$ cat src/design/abkf_pkg.sv
`default_nettype none
// ----------------------------------------------------------------------------
// abkf_pkg: shared types and helpers of the angle/bias Kalman filter
// Data widths, the divider status group and the round/saturate helpers.
// ----------------------------------------------------------------------------
package abkf_pkg;

  localparam int DATA_W = 32;            // Q16.16 angles, Q2.30 covariances
  localparam int MUL_W  = 33;            // shared multiplier operand width
  localparam int ACC_W  = 2 * MUL_W;     // product and accumulator width
  localparam int NUM_W  = 62;            // divider numerator |p| * 2^30
  localparam int QUO_W  = 33;            // divider quotient bits

  typedef struct packed {
    logic busy;
    logic done;
  } div_stat_t;

  // Round half up of v / 2^s, s >= 1.
  function automatic logic signed [ACC_W-1:0] rnd_shift(
      input logic signed [ACC_W-1:0] v, input int unsigned s);
    logic signed [ACC_W-1:0] t;
    t = v + (ACC_W'(1) << (s - 1));
    return t >>> s;
  endfunction

  // Clamp to the signed 32-bit range.
  function automatic logic signed [DATA_W-1:0] sat32(input logic signed [ACC_W-1:0] v);
    if ((&v[ACC_W-1:DATA_W-1]) || !(|v[ACC_W-1:DATA_W-1])) begin
      return v[DATA_W-1:0];
    end else if (v[ACC_W-1]) begin
      return {1'b1, {(DATA_W-1){1'b0}}};
    end else begin
      return {1'b0, {(DATA_W-1){1'b1}}};
    end
  endfunction

  function automatic logic signed [ACC_W-1:0] sx32(input logic signed [DATA_W-1:0] v);
    return ACC_W'(v);
  endfunction

endpackage
`default_nettype wire

$ cat src/design/abkf_mul.sv
`default_nettype none
// ----------------------------------------------------------------------------
// abkf_mul: shared signed multiplier
// One 33 x 33 signed product per cycle, registered at the output.
// ----------------------------------------------------------------------------
module abkf_mul
  import abkf_pkg::*;
(
  input  wire logic                    clk,
  input  wire logic signed [MUL_W-1:0] op_a,
  input  wire logic signed [MUL_W-1:0] op_b,
  output logic signed [ACC_W-1:0]      prod
);

  logic signed [ACC_W-1:0] prod_r;

  always_ff @(posedge clk) begin
    prod_r <= op_a * op_b;
  end

  assign prod = prod_r;

endmodule
`default_nettype wire

$ cat config.mk
export PLATFORM = sky130hd
export DESIGN_NAME = abkf_mul
export DESIGN_NICKNAME = d
export VERILOG_FILES = /design/src/design/abkf_pkg.sv /design/src/design/abkf_mul.sv
export SDC_FILE = /design/constraint.sdc
export NUM_CORES = 2
export LEC_CHECK = 0
export ABC_AREA = 1
export BUFFER_PORTS_ARGS = -buffer_cell sky130_fd_sc_hd__buf_4
export CAP_MARGIN = 15
export CORE_ASPECT_RATIO = 0.7
export CORE_MARGIN = 2
export CORE_UTILIZATION = 35
export DETAILED_ROUTE_END_ITERATION = 12
export HOLD_SLACK_MARGIN = 0.05
export SYNTH_ARGS = -nofsm -noshare
export SYNTH_HDL_FRONTEND = slang
export SYNTH_SLANG_ARGS = --single-unit
$ cat constraint.sdc
create_clock -name clk -period 15.8 [get_ports clk]
set_input_delay 2.37 -clock clk [delete_from_list [all_inputs] [get_ports clk]]
set_output_delay 2.37 -clock clk [all_outputs]
set_load 0.01 [all_outputs]
==> flow_metrics.py <==
metrics = {
    "worst_setup_path": {
        "cp_top_family": "adder cells",
        "path_common_cell": "fa_1",
        "crit_type": "primary input to flip-flop",
        "cp-end-kind": "flip-flop",
        "worstPathMaxFanout": 33,
        "cpPeakStageDelay_ns": 1.29,
        "cp_num_buf_inv": 4,
        "start_kind": "primary input",
        "crit_path_cell_trace": "buf_4 > nand2_1 > inv_1 > fa_1 > fa_1 > fa_1 > fa_1 > inv_1 > fa_1 > fa_1 > fa_1 > fa_1 > inv_1 > ha_1 > nand2_1 > nor2_1 > nand2_1 > nor4_1 > nand2_1 > nand3_1 > nand2_1",
        "cp_slowest_cell": "fa_1",
        "crit_required_ns": 16.04,
        "startpoint": "op_a[32]",
        "worstPathArrival_ns": 10.06,
    },
    "synth": {
        "synth_top_area_share_pct": 53.1,
        "synth_area_per_cell_sq_um": 7.79,
        "synth.distinct_cells": 35,
        "yosys.cell_count.top_type": "inv_1",
        "yosys-top-cells-area": "fa_1, inv_1, nand2_1",
        "synthCells": 5543,
        "yosys_warnings": 0,
        "synth_common_cells": "inv_1, nand2_1, fa_1",
        "synth_area_sq_um": 43200,
        "synth_seq_cells": 66,
        "synth_edf_count": 0,
        "yosysTopAreaCell": "fa_1",
        "async_flop_share_pct": 0,
        "ys_seq_area_share_pct": 3.06,
        "synth_fp_nets": 6972,
        "synth-main-ff-cell": "dfxtp_1",
    },
    "finish": {
        "nets": 6855,
        "area_growth_pct": 5.51,
        "drive_gt1_share_pct": 3.90,
        "fillers": 12711,
        "largest_reg_flops": 66,
    },
    "die": {
        "die_w_microns": 424,
        "fp.dieArea_sq_um": 126000,
        "coreArea_sq_um": 122000,
        "chipHeight_microns": 298,
        "rows": 107,
        "initial_core_util_pct": 35.4,
        "pin_count": 133,
    },
    "timing": {
        "fmax_mhz": 102,
        "worst_pin_slew_ns": 1.01,
        "maxSlewViolCount": 0,
        "grt_setup_unrepaired": "false",
        "relSlewSlack_pct": 32.7,
        "fin_crit_ns": 9.82,
        "hold_violations": 0,
        "fin_crit_sh_pct": 62.1,
        "worst_slack_ns": 5.98,
        "setup-tns-final_ns": 0,
        "setup_viol": 0,
    },
    "clock_network": {
        "cts_hold_buf": 0,
        "post-cts-setup-buffers": 0,
        "cts_tree": "built",
        "cts-root-buf": "clkbuf_16",
        "h-tree-depth": 3,
        "numCtsBuffers": 9,
        "clock-sinks": 66,
        "clk_pin_slew_worst_paths_ns": 0.06,
        "ctsLongestPathBuffers": 2,
        "cts.repair.resized": 0,
    },
    "placement": {
        "globalplace.congestion": 0.953,
        "post-place-ws_ns": 5.67,
        "io_buffers": 132,
        "hpwl_microns": 108000,
    },
    "detailed_routing": {
        "antenna_left": 0,
        "drt_iter0_markers": 2711,
        "routed-via-count": 33055,
        "viasPerCell": 4.68,
        "wl_per_cell_microns": 18.8,
        "wl_microns": 133000,
        "dr.pass1.iters": 6,
        "drc": 0,
    },
    "job": {
        "drv_cap": 0,
    },
    "global_route": {
        "grt_antenna_before_repair": 5,
        "grt_max_degree": 35,
        "track_usage_pct": 21.9,
        "grt_overflow": 0,
        "grtUsageMet1_pct": 32.0,
        "met3_usage_pct": 3.52,
        "grt_pass1_wl_microns": 213000,
        "grt_pass1_vias": 36144,
        "grt.busiest_layer": "met2",
        "grt_use_met2_pct": 34.6,
    },
    "hold_path": {
        "hold_start": "op_b[0]",
        "hold_path.class": "primary input to flip-flop",
    },
    "run_status": {
        "outcome": "complete, no violations",
    },
}
-- cell type report --
class	instances	area, sq um	area share [%]
multi-input combinational	3319	33800	74.1
inverter	1895	7110	15.6
tap	1635	2050	4.49
sequential	66	1320	2.90
timing repair buffer	135	1030	2.26
clock buffer	9	225	0.494
clock inverter	7	60.1	0.132
antenna	2	5.00	0.0110
-- final timing paths --
| check | to | slack [ns] | cells past startpoint |
|---|---|---|---|
| hold / removal | prod[0] | 2.61 | 3 |
| setup / recovery | prod[62] | 5.98 | 21 |
-- cells in the final DEF, fill, tap and decap left out, types with 4 or more instances in the layout --
cell type / instances
nand3_2: 8
clkbuf_16: 10
nand2_1: 1517
a21oi_1: 61
nor3_1: 7
ha_1: 217
nor4_1: 4
nor2_2: 20
o21ai_0: 19
xor2_1: 37
or2_2: 5
dfxtp_1: 66
fa_1: 1145
a21oi_2: 4
xnor2_1: 4
nand4_1: 19
nor2_1: 131
nand3_1: 70
nand2_2: 17
o21bai_1: 14
buf_4: 134
inv_1: 1894
-- stage by stage --
step	instance area [sq um]	instances	hold WS (ns)	utilization, %
3_3_place_gp	45200	7049	2.76	37.1
6_report	45600	7068	2.61	37.4
3_5_place_dp	45200	7049	2.76	37.1
5_1_grt	45600	7068	2.60	37.4
2_1_floorplan	43200	5543	2.63	-
4_1_cts	45500	7065	2.59	37.3
-- logic make-up after synthesis --
family / synth area share (%)
AND/OR/NAND/NOR: 16.6
buffers and inverters: 18.8
adder cells (fa/ha/maj): 59.4
AO/OA/AOI/OAI: 1.38
flip-flops: 3.06
XOR/XNOR: 0.832
-- layer usage --
layer  wire, microns  up-vias
met5             149        -
met4            2340        4
met3           11700      143
met2           59200     1399
met1           59400    16763
li1                -    14746
Power is not shown: default switching activity piles up to over one toggle a cycle in this logic, so the estimate is an artifact.
