==> src/design/abkf_pkg.sv <==
`default_nettype none
// ----------------------------------------------------------------------------
// abkf_pkg: shared types and helpers of the angle/bias Kalman filter
// Data widths, the divider status group and the round/saturate helpers.
// ----------------------------------------------------------------------------
package abkf_pkg;

  localparam int DATA_W = 32;            // Q16.16 angles, Q2.30 covariances
  localparam int MUL_W  = 33;            // shared multiplier operand width
  localparam int ACC_W  = 2 * MUL_W;     // product and accumulator width
  localparam int NUM_W  = 62;            // divider numerator |p| * 2^30
  localparam int QUO_W  = 33;            // divider quotient bits

  typedef struct packed {
    logic busy;
    logic done;
  } div_stat_t;

  // Round half up of v / 2^s, s >= 1.
  function automatic logic signed [ACC_W-1:0] rnd_shift(
      input logic signed [ACC_W-1:0] v, input int unsigned s);
    logic signed [ACC_W-1:0] t;
    t = v + (ACC_W'(1) << (s - 1));
    return t >>> s;
  endfunction

  // Clamp to the signed 32-bit range.
  function automatic logic signed [DATA_W-1:0] sat32(input logic signed [ACC_W-1:0] v);
    if ((&v[ACC_W-1:DATA_W-1]) || !(|v[ACC_W-1:DATA_W-1])) begin
      return v[DATA_W-1:0];
    end else if (v[ACC_W-1]) begin
      return {1'b1, {(DATA_W-1){1'b0}}};
    end else begin
      return {1'b0, {(DATA_W-1){1'b1}}};
    end
  endfunction

  function automatic logic signed [ACC_W-1:0] sx32(input logic signed [DATA_W-1:0] v);
    return ACC_W'(v);
  endfunction

endpackage
`default_nettype wire

==> src/design/abkf_div.sv <==
`default_nettype none
// ----------------------------------------------------------------------------
// abkf_div: restoring divider for the Kalman gains
// Unsigned quotient of a 62-bit numerator by a 32-bit divisor, one bit a
// cycle; flags quotients that do not fit in 33 bits.
// ----------------------------------------------------------------------------
module abkf_div
  import abkf_pkg::*;
(
  input  wire logic              clk,
  input  wire logic              rst_n,
  input  wire logic              start,
  input  wire logic [NUM_W-1:0]  num,
  input  wire logic [DATA_W-1:0] den,
  output logic [QUO_W-1:0]       quo,
  output logic                   ovf,
  output div_stat_t              stat
);

  localparam int CNT_W = $clog2(QUO_W + 1);

  logic [DATA_W-1:0] rem_r, rem_nxt;
  logic [QUO_W-1:0]  nsh_r, quo_r;
  logic [DATA_W-1:0] den_r;
  logic              ovf_r;
  logic [CNT_W-1:0]  cnt_r;
  logic              busy_r, done_r;
  logic [DATA_W:0]   trial;
  logic              q_bit;

  always_comb begin
    trial = {rem_r, nsh_r[QUO_W-1]};
    q_bit = (trial >= {1'b0, den_r});
    rem_nxt = q_bit ? DATA_W'(trial - {1'b0, den_r}) : trial[DATA_W-1:0];
  end

  always_ff @(posedge clk) begin
    if (!rst_n) begin
      busy_r <= 1'b0;
      done_r <= 1'b0;
      cnt_r  <= '0;
    end else begin
      done_r <= busy_r && (cnt_r == CNT_W'(1));
      if (start) begin
        busy_r <= 1'b1;
        cnt_r  <= CNT_W'(QUO_W);
      end else if (busy_r) begin
        cnt_r <= cnt_r - CNT_W'(1);
        if (cnt_r == CNT_W'(1)) begin
          busy_r <= 1'b0;
        end
      end
    end
  end

  always_ff @(posedge clk) begin
    if (start) begin
      rem_r <= DATA_W'(num[NUM_W-1:QUO_W]);
      nsh_r <= num[QUO_W-1:0];
      den_r <= den;
      ovf_r <= (DATA_W'(num[NUM_W-1:QUO_W]) >= den);
      quo_r <= '0;
    end else if (busy_r) begin
      rem_r <= rem_nxt;
      nsh_r <= {nsh_r[QUO_W-2:0], 1'b0};
      quo_r <= {quo_r[QUO_W-2:0], q_bit};
    end
  end

  assign quo       = quo_r;
  assign ovf       = ovf_r;
  assign stat.busy = busy_r;
  assign stat.done = done_r;

endmodule
`default_nettype wire

==> config.mk <==
export PLATFORM = sky130hd
export DESIGN_NAME = abkf_div
export DESIGN_NICKNAME = d
export VERILOG_FILES = /design/src/design/abkf_pkg.sv /design/src/design/abkf_div.sv
export SDC_FILE = /design/constraint.sdc
export NUM_CORES = 1
export LEC_CHECK = 0
export ABC_AREA = 1
export ABC_CLOCK_PERIOD_IN_PS = 7300
export BUFFER_PORTS_ARGS = -buffer_cell sky130_fd_sc_hd__buf_4
export CAP_MARGIN = 20
export CORE_MARGIN = 5
export CORE_UTILIZATION = 61
export CTS_BUF_LIST = sky130_fd_sc_hd__clkbuf_4 sky130_fd_sc_hd__clkbuf_8
export DETAILED_ROUTE_END_ITERATION = 10
export PLACE_DENSITY = 0.85
export SLEW_MARGIN = 20
export SYNTH_ARGS = -nofsm -noshare
export SYNTH_HDL_FRONTEND = slang
export SYNTH_SLANG_ARGS = --single-unit
==> constraint.sdc <==
create_clock -name clk -period 7.3 [get_ports clk]
set_input_delay 1.46 -clock clk [delete_from_list [all_inputs] [get_ports clk]]
set_output_delay 1.46 -clock clk [all_outputs]
set_load 0.1 [all_outputs]
==> results of run 1 <==
## placed cells by master, fill, tap and decap left out, types with 3 or more instances in the layout
cell type | synthesis | routed
a211oi_1 | 3 | 3
a21oi_1 | 48 | 48
buf_4 | 7 | 135
clkbuf_8 | 0 | 20
dfxtp_1 | 44 | 44
edfxtp_1 | 95 | 95
ha_1 | 63 | 63
inv_1 | 182 | 181
inv_2 | 7 | 7
inv_6 | 0 | 4
nand2_1 | 349 | 349
nand2_2 | 3 | 3
nand3_1 | 53 | 53
nand3b_1 | 3 | 3
nand4_1 | 6 | 6
nor2_1 | 58 | 58
nor2_2 | 7 | 7
nor3_1 | 12 | 12
o211ai_1 | 6 | 6
o21ai_0 | 25 | 25
o21ai_1 | 32 | 32
o21bai_1 | 4 | 4
o22ai_1 | 30 | 30
or2_1 | 8 | 8
xnor2_1 | 15 | 15
## final cells by class
cell class	instances	area share [%]
clock inverters	12	1.227
inverters	190	7.146
flip-flops and latches	139	37.35
multi-input cells	743	39.14
repair buffers	135	10.14
clock buffers	20	2.753
well taps	180	2.253
## sequential cells by signal, indices dropped and copies added (netlist names)
name    cells
cnt_r       6
den_r      32
rem_r      32
nsh_r      33
busy_r      1
ovf         1
done_r      1
quo        33
## worst min-delay path: stages (launching register included)
cell and delay, ns:
dfxtp_1 0.34, nand2_1 0.05, o21ai_0 0.05
## power breakdown
part	total (W)	leakage [nW]	internal (W)	switching, W
logic	0.000806	3.41	0.000283	0.000523
clock network	0.000626	0.209	0.000307	0.000320
registers	0.000969	1.31	0.000933	0.0000366
## layer usage
layer	vias up	GRT usage [%]
li1	3811	-
met1	3496	34.79
met2	280	45.50
met3	47	5.500
met4	0	8.614
met5	-	0
## through the flow
step / util (%) / cell area [um^2] / total power, W
2_1_floorplan: - / 8503 / 0.001555
3_3_place_gp: 69.69 / 9599 / 0.001742
3_5_place_dp: 69.69 / 9599 / 0.001767
4_1_cts: 72.58 / 9997 / 0.002394
5_1_grt: 72.58 / 9997 / 0.002543
6_report: 72.58 / 9997 / 0.002402
## final timing paths
| kind | from | endpoint | depth (start not counted) |
|---|---|---|---|
| worst max-delay path | start | quo[14] | 5 |
| worst min-delay path | quo[32] | quo[32] | 2 |
| worst max register to register | rem_r[20] | rem_r[20] | 12 |
| worst min register to register | quo[32] | quo[32] | 2 |
## kinds of logic after synthesis
group / Yosys count
xor gates and xnor gates: 16
and+or+nand+nor: 510
buffers and inverters: 219
AOI/OAI and AO/OA: 153
DFF: 139
adders and majority gates: 64
==> impl_metrics.py, run 1 <==
metrics = {
    "routing": {
        "routedWlPerCell_um": 15.34,
        "num_vias": 7634,
        "ant_nets": 0,
        "via_per_inst": 5.380,
        "post-route-drc-count": 0,
        "dr_wl_met3_mm": 1.654,
        "drt_iter0_drc": 636,
        "firstDrtPassIters": 8,
        "wl_met1_mm": 9.084,
        "met2_length_mm": 10.56,
        "route.top_layer_used": "met4",
        "totalWireLength_mm": 21.77,
    },
    "clock_network": {
        "insertion_delay_ns": 0.44,
        "cts_buffers": 17,
        "clockBufferDepth": 2,
        "cts_root_buf": "clkbuf_8",
        "numClockSinks": 139,
        "clkTransAtPathRegs_ns": 0.08,
        "cts_resized": 0,
        "cts_setup_buffers": 0,
        "ctsHtreeMaxLevel": 4,
        "postCtsHoldBufs": 0,
        "tritoncts": "built",
    },
    "sta": {
        "skew_ns": 0.01307,
        "final_hold_viol_count": 0,
        "drv_slew": 0,
        "post-route-period-util_pct": 46.03,
        "min_period_ns": 3.361,
        "rsz0062_at_grt": "no",
        "max_slew_margin_pct": 37.46,
        "setup_slack_ns": 3.939,
        "max_freq_mhz": 297.6,
        "holdWs_ns": 0.4675,
        "worst_pin_slew_ns": 0.9381,
        "fin_tns_setup_ns": 0,
        "setup_violations": 0,
    },
    "floorplan": {
        "die_x_um": 128.1,
        "start_util_pct": 61.74,
        "fp.dieH_um": 128.1,
        "coreArea_um2": 13770,
        "dieArea_um2": 16400,
        "fp-row-count": 43,
        "ios": 133,
    },
    "placed_design": {
        "port_buffers": 132,
        "pre_cts_ws_ns": 3.509,
        "gp_congestion": 0.9373,
        "dp.cells": 1387,
        "hpwl_mm": 16.57,
    },
    "min_path": {
        "hold_path_class": "reg -> reg",
    },
    "layout": {
        "fillerInstances": 1090,
        "synthToLayoutAreaGrowth_pct": 17.57,
        "multi_input_area_um2": 3913,
        "n_antenna_cell": 0,
        "finalNonFillerCells": 1419,
        "final-seq-area_um2": 3734,
        "finish.net_count": 1387,
        "drive_gt1_share_pct": 15.50,
    },
    "synth": {
        "synthCells": 1101,
        "ys.flop_type": "edfxtp_1",
        "synth_seq_area_share_pct": 43.91,
        "synth_xor_area_share_pct": 1.648,
        "synthMuxAreaShare_pct": 0,
        "synth_commonest_cells": "nand2_1 (349), inv_1 (182), edfxtp_1 (95)",
        "yosysWarningCount": 0,
        "yosysTopAreaCell": "edfxtp_1",
        "yosys.area.top_type_share_pct": 33.55,
        "syn_area_um2": 8503,
        "synth_cell_types": 40,
        "ys_top_cells_by_area": "edfxtp_1 (34%), nand2_1 (15%), dfxtp_1 (10%), ha_1 (9.3%), inv_1 (8.0%)",
        "synthSimpleGateAreaFrac_pct": 24.85,
        "yosys_register_bits": 139,
        "synth_top_family_by_area": "simple AND/OR/NAND/NOR gates",
        "synth-edff-count": 95,
        "synthAdderAreaFrac_pct": 9.506,
        "ys_async_sr_fraction_pct": 0,
        "synth.most_common_cell": "nand2_1",
        "synth_compound_area_share_pct": 10.01,
        "synth.net_count": 1262,
        "synth.avg_cell_area_um2": 7.723,
    },
    "job": {
        "maxCapViolations": 0,
    },
    "status": {
        "run_status": "finished, final reports clean",
    },
    "power_and_ir_drop": {
        "ir_drop_mv": 0.1231,
        "power_leakage_nw": 4.928,
        "p_per_area_nw_per_um2": 240.2,
    },
    "setup_path": {
        "crit_type": "in -> reg",
        "crit_fanout": 93,
        "cpPeakStageDelay_ns": 0.75,
        "crit_required_ns": 7.57,
        "crit_arrival_ns": 3.64,
        "end_kind": "flop",
        "crit_path_frequent_cell": "buf_4",
        "path_cells": "buf_4 -> buf_4 -> nor2_1 -> inv_1 -> o22ai_1",
        "critPathBufInv": 3,
        "cp_slowest_cell": "buf_4",
        "startpoint_type": "primary input",
        "r2r_slack_ns": 4.23,
        "critPathTopFamily": "buffers and inverters",
    },
    "grt": {
        "grt_max_degree": 94,
        "grt_remaining_overflow": 0,
        "grt_pass1_wl_mm": 35.27,
        "antenna_found_initial": 0,
        "grtUsageTotal_pct": 26.92,
        "grt_pass1_vias": 7521,
    },
}
(Power assumes the default switching activity.)
==> run 2, diff against run 1 <==
--- a/config.mk
+++ b/config.mk
@@ -5,15 +5,15 @@
 export SDC_FILE = /design/constraint.sdc
 export NUM_CORES = 1
 export LEC_CHECK = 0
-export ABC_AREA = 1
-export ABC_CLOCK_PERIOD_IN_PS = 7300
+export ABC_AREA = 0
+export ABC_CLOCK_PERIOD_IN_PS = 2900
 export BUFFER_PORTS_ARGS = -buffer_cell sky130_fd_sc_hd__buf_4
 export CAP_MARGIN = 20
 export CORE_MARGIN = 5
-export CORE_UTILIZATION = 61
+export CORE_UTILIZATION = 53
 export CTS_BUF_LIST = sky130_fd_sc_hd__clkbuf_4 sky130_fd_sc_hd__clkbuf_8
 export DETAILED_ROUTE_END_ITERATION = 10
-export PLACE_DENSITY = 0.85
+export PLACE_DENSITY = 0.79
 export SLEW_MARGIN = 20
 export SYNTH_ARGS = -nofsm -noshare
 export SYNTH_HDL_FRONTEND = slang
==> constraint.sdc (replaced) <==
create_clock -name clk -period 2.9 [get_ports clk]
set_input_delay 0.58 -clock clk [delete_from_list [all_inputs] [get_ports clk]]
set_output_delay 0.58 -clock clk [all_outputs]
set_load 0.1 [all_outputs]
==> run 2 against run 1 <==
Net effect:
- critical endpoint is now rem_r[2]
- power rose to 2.7 times the previous value
- final cell count shrank 20%
- the run now ends with negative setup slack left
- highest routed layer unchanged
- synthesized area fell by 5.3%
- clock skew rose by 0.0031 ns
- register-to-register slack worse by 4.3 ns
==> impl_metrics.py, run 2 <==
metrics = {
    "layout": {
        "finalInstanceArea_um2": 10260,
        "fillerInstances": 1149,
        "finish.net_count": 1092,
        "n_antenna_cell": 0,
        "layout_commonest_cell": "buf_4",
        "drive_gt1_share_pct": 30.83,
        "layout_common_cells": "buf_4 (177), edfxtp_1 (95), inv_1 (77), nor2_1 (74), ha_1 (58)",
        "synthToLayoutAreaGrowth_pct": 27.37,
        "finalNonFillerCells": 1132,
    },
    "clock_network": {
        "postCtsHoldBufs": 0,
        "clkTransAtPathRegs_ns": 0.10,
        "tritoncts": "built",
        "insertion_delay_ns": 0.45,
        "cts_buffers": 17,
        "ctsHtreeMaxLevel": 4,
        "clockBufferDepth": 2,
        "cts_root_buf": "clkbuf_8",
        "numClockSinks": 139,
    },
    "floorplan": {
        "coreArea_um2": 15030,
        "fp-row-count": 45,
        "dieArea_um2": 17760,
        "ios": 133,
        "die_x_um": 133.3,
        "fp.dieH_um": 133.3,
        "start_util_pct": 53.58,
    },
    "sta": {
        "max_slew_margin_pct": 62.98,
        "final_hold_viol_count": 0,
        "setup_violations": 30,
        "rsz0062_at_grt": "yes",
        "worst_pin_slew_ns": 0.5414,
        "drv_slew": 0,
        "skew_ns": 0.01615,
        "min_period_ns": 3.012,
        "max_freq_mhz": 332.1,
        "post-route-period-util_pct": 103.8,
        "setup_slack_ns": -0.1116,
    },
    "grt": {
        "grt_pass1_wl_mm": 29.02,
        "antenna_found_initial": 0,
        "grt_pass1_vias": 6253,
        "grt_max_degree": 73,
        "grtUsageTotal_pct": 19.96,
        "grt_remaining_overflow": 0,
    },
    "synth": {
        "synth_seq_area_share_pct": 46.35,
        "synth_cell_types": 59,
        "ys_top_cells_by_area": "edfxtp_1 (35%), dfxtp_1 (11%), ha_1 (9.8%), mux2i_1 (6.3%), mux2_2 (4.5%)",
        "synth_compound_area_share_pct": 13.51,
        "synth.net_count": 919,
        "yosysWarningCount": 0,
        "syn_area_um2": 8055,
        "ys_async_sr_fraction_pct": 0,
        "synth_xor_area_share_pct": 3.479,
        "synth-edff-count": 95,
        "synthAdderAreaFrac_pct": 10.03,
        "yosysTopAreaCell": "edfxtp_1",
        "synth.avg_cell_area_um2": 10.63,
        "yosys.area.top_type_share_pct": 35.41,
        "synthCells": 758,
        "synthMuxAreaShare_pct": 10.81,
        "ys.flop_type": "edfxtp_1",
        "yosys_register_bits": 139,
        "synth_top_family_by_area": "compound AO/OA/AOI/OAI gates",
        "synth_commonest_cells": "edfxtp_1 (95), inv_1 (76), nor2_1 (75)",
        "synth.most_common_cell": "edfxtp_1",
        "synthSimpleGateAreaFrac_pct": 10.33,
    },
    "routing": {
        "drt_iter0_drc": 430,
        "firstDrtPassIters": 5,
        "totalWireLength_mm": 18.14,
        "routedWlPerCell_um": 16.02,
        "num_vias": 6133,
        "ant_nets": 0,
        "met2_length_mm": 9.082,
        "via_per_inst": 5.418,
        "dr_wl_met3_mm": 1.184,
        "wl_met1_mm": 7.701,
        "route.top_layer_used": "met4",
        "post-route-drc-count": 0,
    },
    "placed_design": {
        "hpwl_mm": 12.96,
        "port_buffers": 132,
        "dp.cells": 1088,
        "placedInstanceArea_um2": 9499,
        "pre_cts_ws_ns": -0.09104,
        "gp_congestion": 0.8561,
    },
    "power_and_ir_drop": {
        "power_leakage_nw": 4.571,
        "swShare_pct": 32.93,
        "clock_power_share_pct": 26.0,
        "p_per_area_nw_per_um2": 623.0,
        "seq_power_share_pct": 38.2,
        "comb_power_share_pct": 35.8,
        "ir_drop_mv": 0.5519,
        "p_int_w": 0.004287,
        "power_switching_w": 0.002105,
    },
    "setup_path": {
        "crit_type": "reg -> reg",
        "crit_arrival_ns": 3.20,
        "startpoint_type": "flop",
        "crit_required_ns": 3.09,
        "crit_fanout": 7,
        "end_kind": "flop",
    },
    "job": {
        "maxCapViolations": 0,
    },
    "min_path": {
        "hold_path_class": "in -> reg",
    },
    "status": {
        "run_status": "complete, but fails checks",
        "violations": "negative setup slack",
    },
}
run 2: cell types whose count changed after synthesis, sizes merged, moves of 28 or more:
cell,delta
a21o,+28
mux2i,+51
nand3,-34
o22ai,-29
nand2,-321
inv,-113
o21ai,-34
mux2,+32
run 2: final timing paths:
path              slack [ns]  startpoint         to  cells past startpoint
setup / recovery       -0.11    rem_r[2]   rem_r[2]                     11
hold / removal          0.30      den[5]   den_r[5]                      1
setup reg to reg       -0.11    rem_r[2]   rem_r[2]                     11
hold reg to reg         0.51   rem_r[31]  rem_r[31]                      2
run 2: logic make-up (layout without fill, tap and decap cells):
family	count (synthesis)	count (layout)
AOI/OAI and AO/OA	152	152
buffers and inverters	109	295
DFF	139	139
adders and majority gates	64	64
muxes	83	83
xor gates and xnor gates	32	32
and+or+nand+nor	179	179
run 2: power groups by stage:
stage                     Clock [W]  Combinational (W)  Sequential [W]
final                       0.00166            0.00229         0.00244
after global routing        0.00181            0.00250         0.00246
after CTS                   0.00171            0.00203         0.00243
after detailed placement          0            0.00197         0.00247
after global placement            0            0.00194         0.00247
after floorplan                   0            0.00137         0.00247
run 2: layout make-up:
cell class,count,area (um^2),area share [%]
Multi-Input combinational cell,510,4074,39.71
Sequential cell,139,3735,36.40
Timing Repair Buffer,187,1520,14.82
Inverter,76,285.3,2.781
Tap cell,188,235.2,2.293
Clock buffer,17,234.0,2.280
Clock inverter,15,176.4,1.720
run 2: worst max-delay path, stage by stage (launching register included):
cell and delay [ns]:
edfxtp_1 0.44, ha_4 0.31, nand3_2 0.09, o21bai_4 0.19, a211oi_4 0.28, o21ai_2 0.12, o31ai_4 0.32, a21oi_4 0.10
a41oi_4 0.37, clkbuf_16 0.25, mux2i_1 0.20, o21ai_1 0.07
run 2: routing by layer:
layer	vias to the layer above	GRT usage, %
met5	-	0
li1	3079	-
met4	0	5.371
met2	149	34.82
met3	16	6.760
met1	2889	23.58
run 2: metrics by stage:
stage	utilization [%]	total power (W)	hold slack, ns	setup TNS, ns
detailed placement	63.19	0.004448	0.4901	-0.1462
finish	68.25	0.006392	0.3031	-2.178
floorplan	-	0.003833	0.4635	0
global placement	63.19	0.004404	0.4747	0
global route	68.25	0.006771	0.2623	-5.125
CTS	66.13	0.006175	0.2787	-0.06518
run 2: what timing repair did:
action,in CTS,in global routing
setup endpoints to repair,12,30
pin swaps,1,17
gates resized for setup,1,41
gates cloned,1,2
setup buffers,0,9
endpoints found under the hold margin,0,0
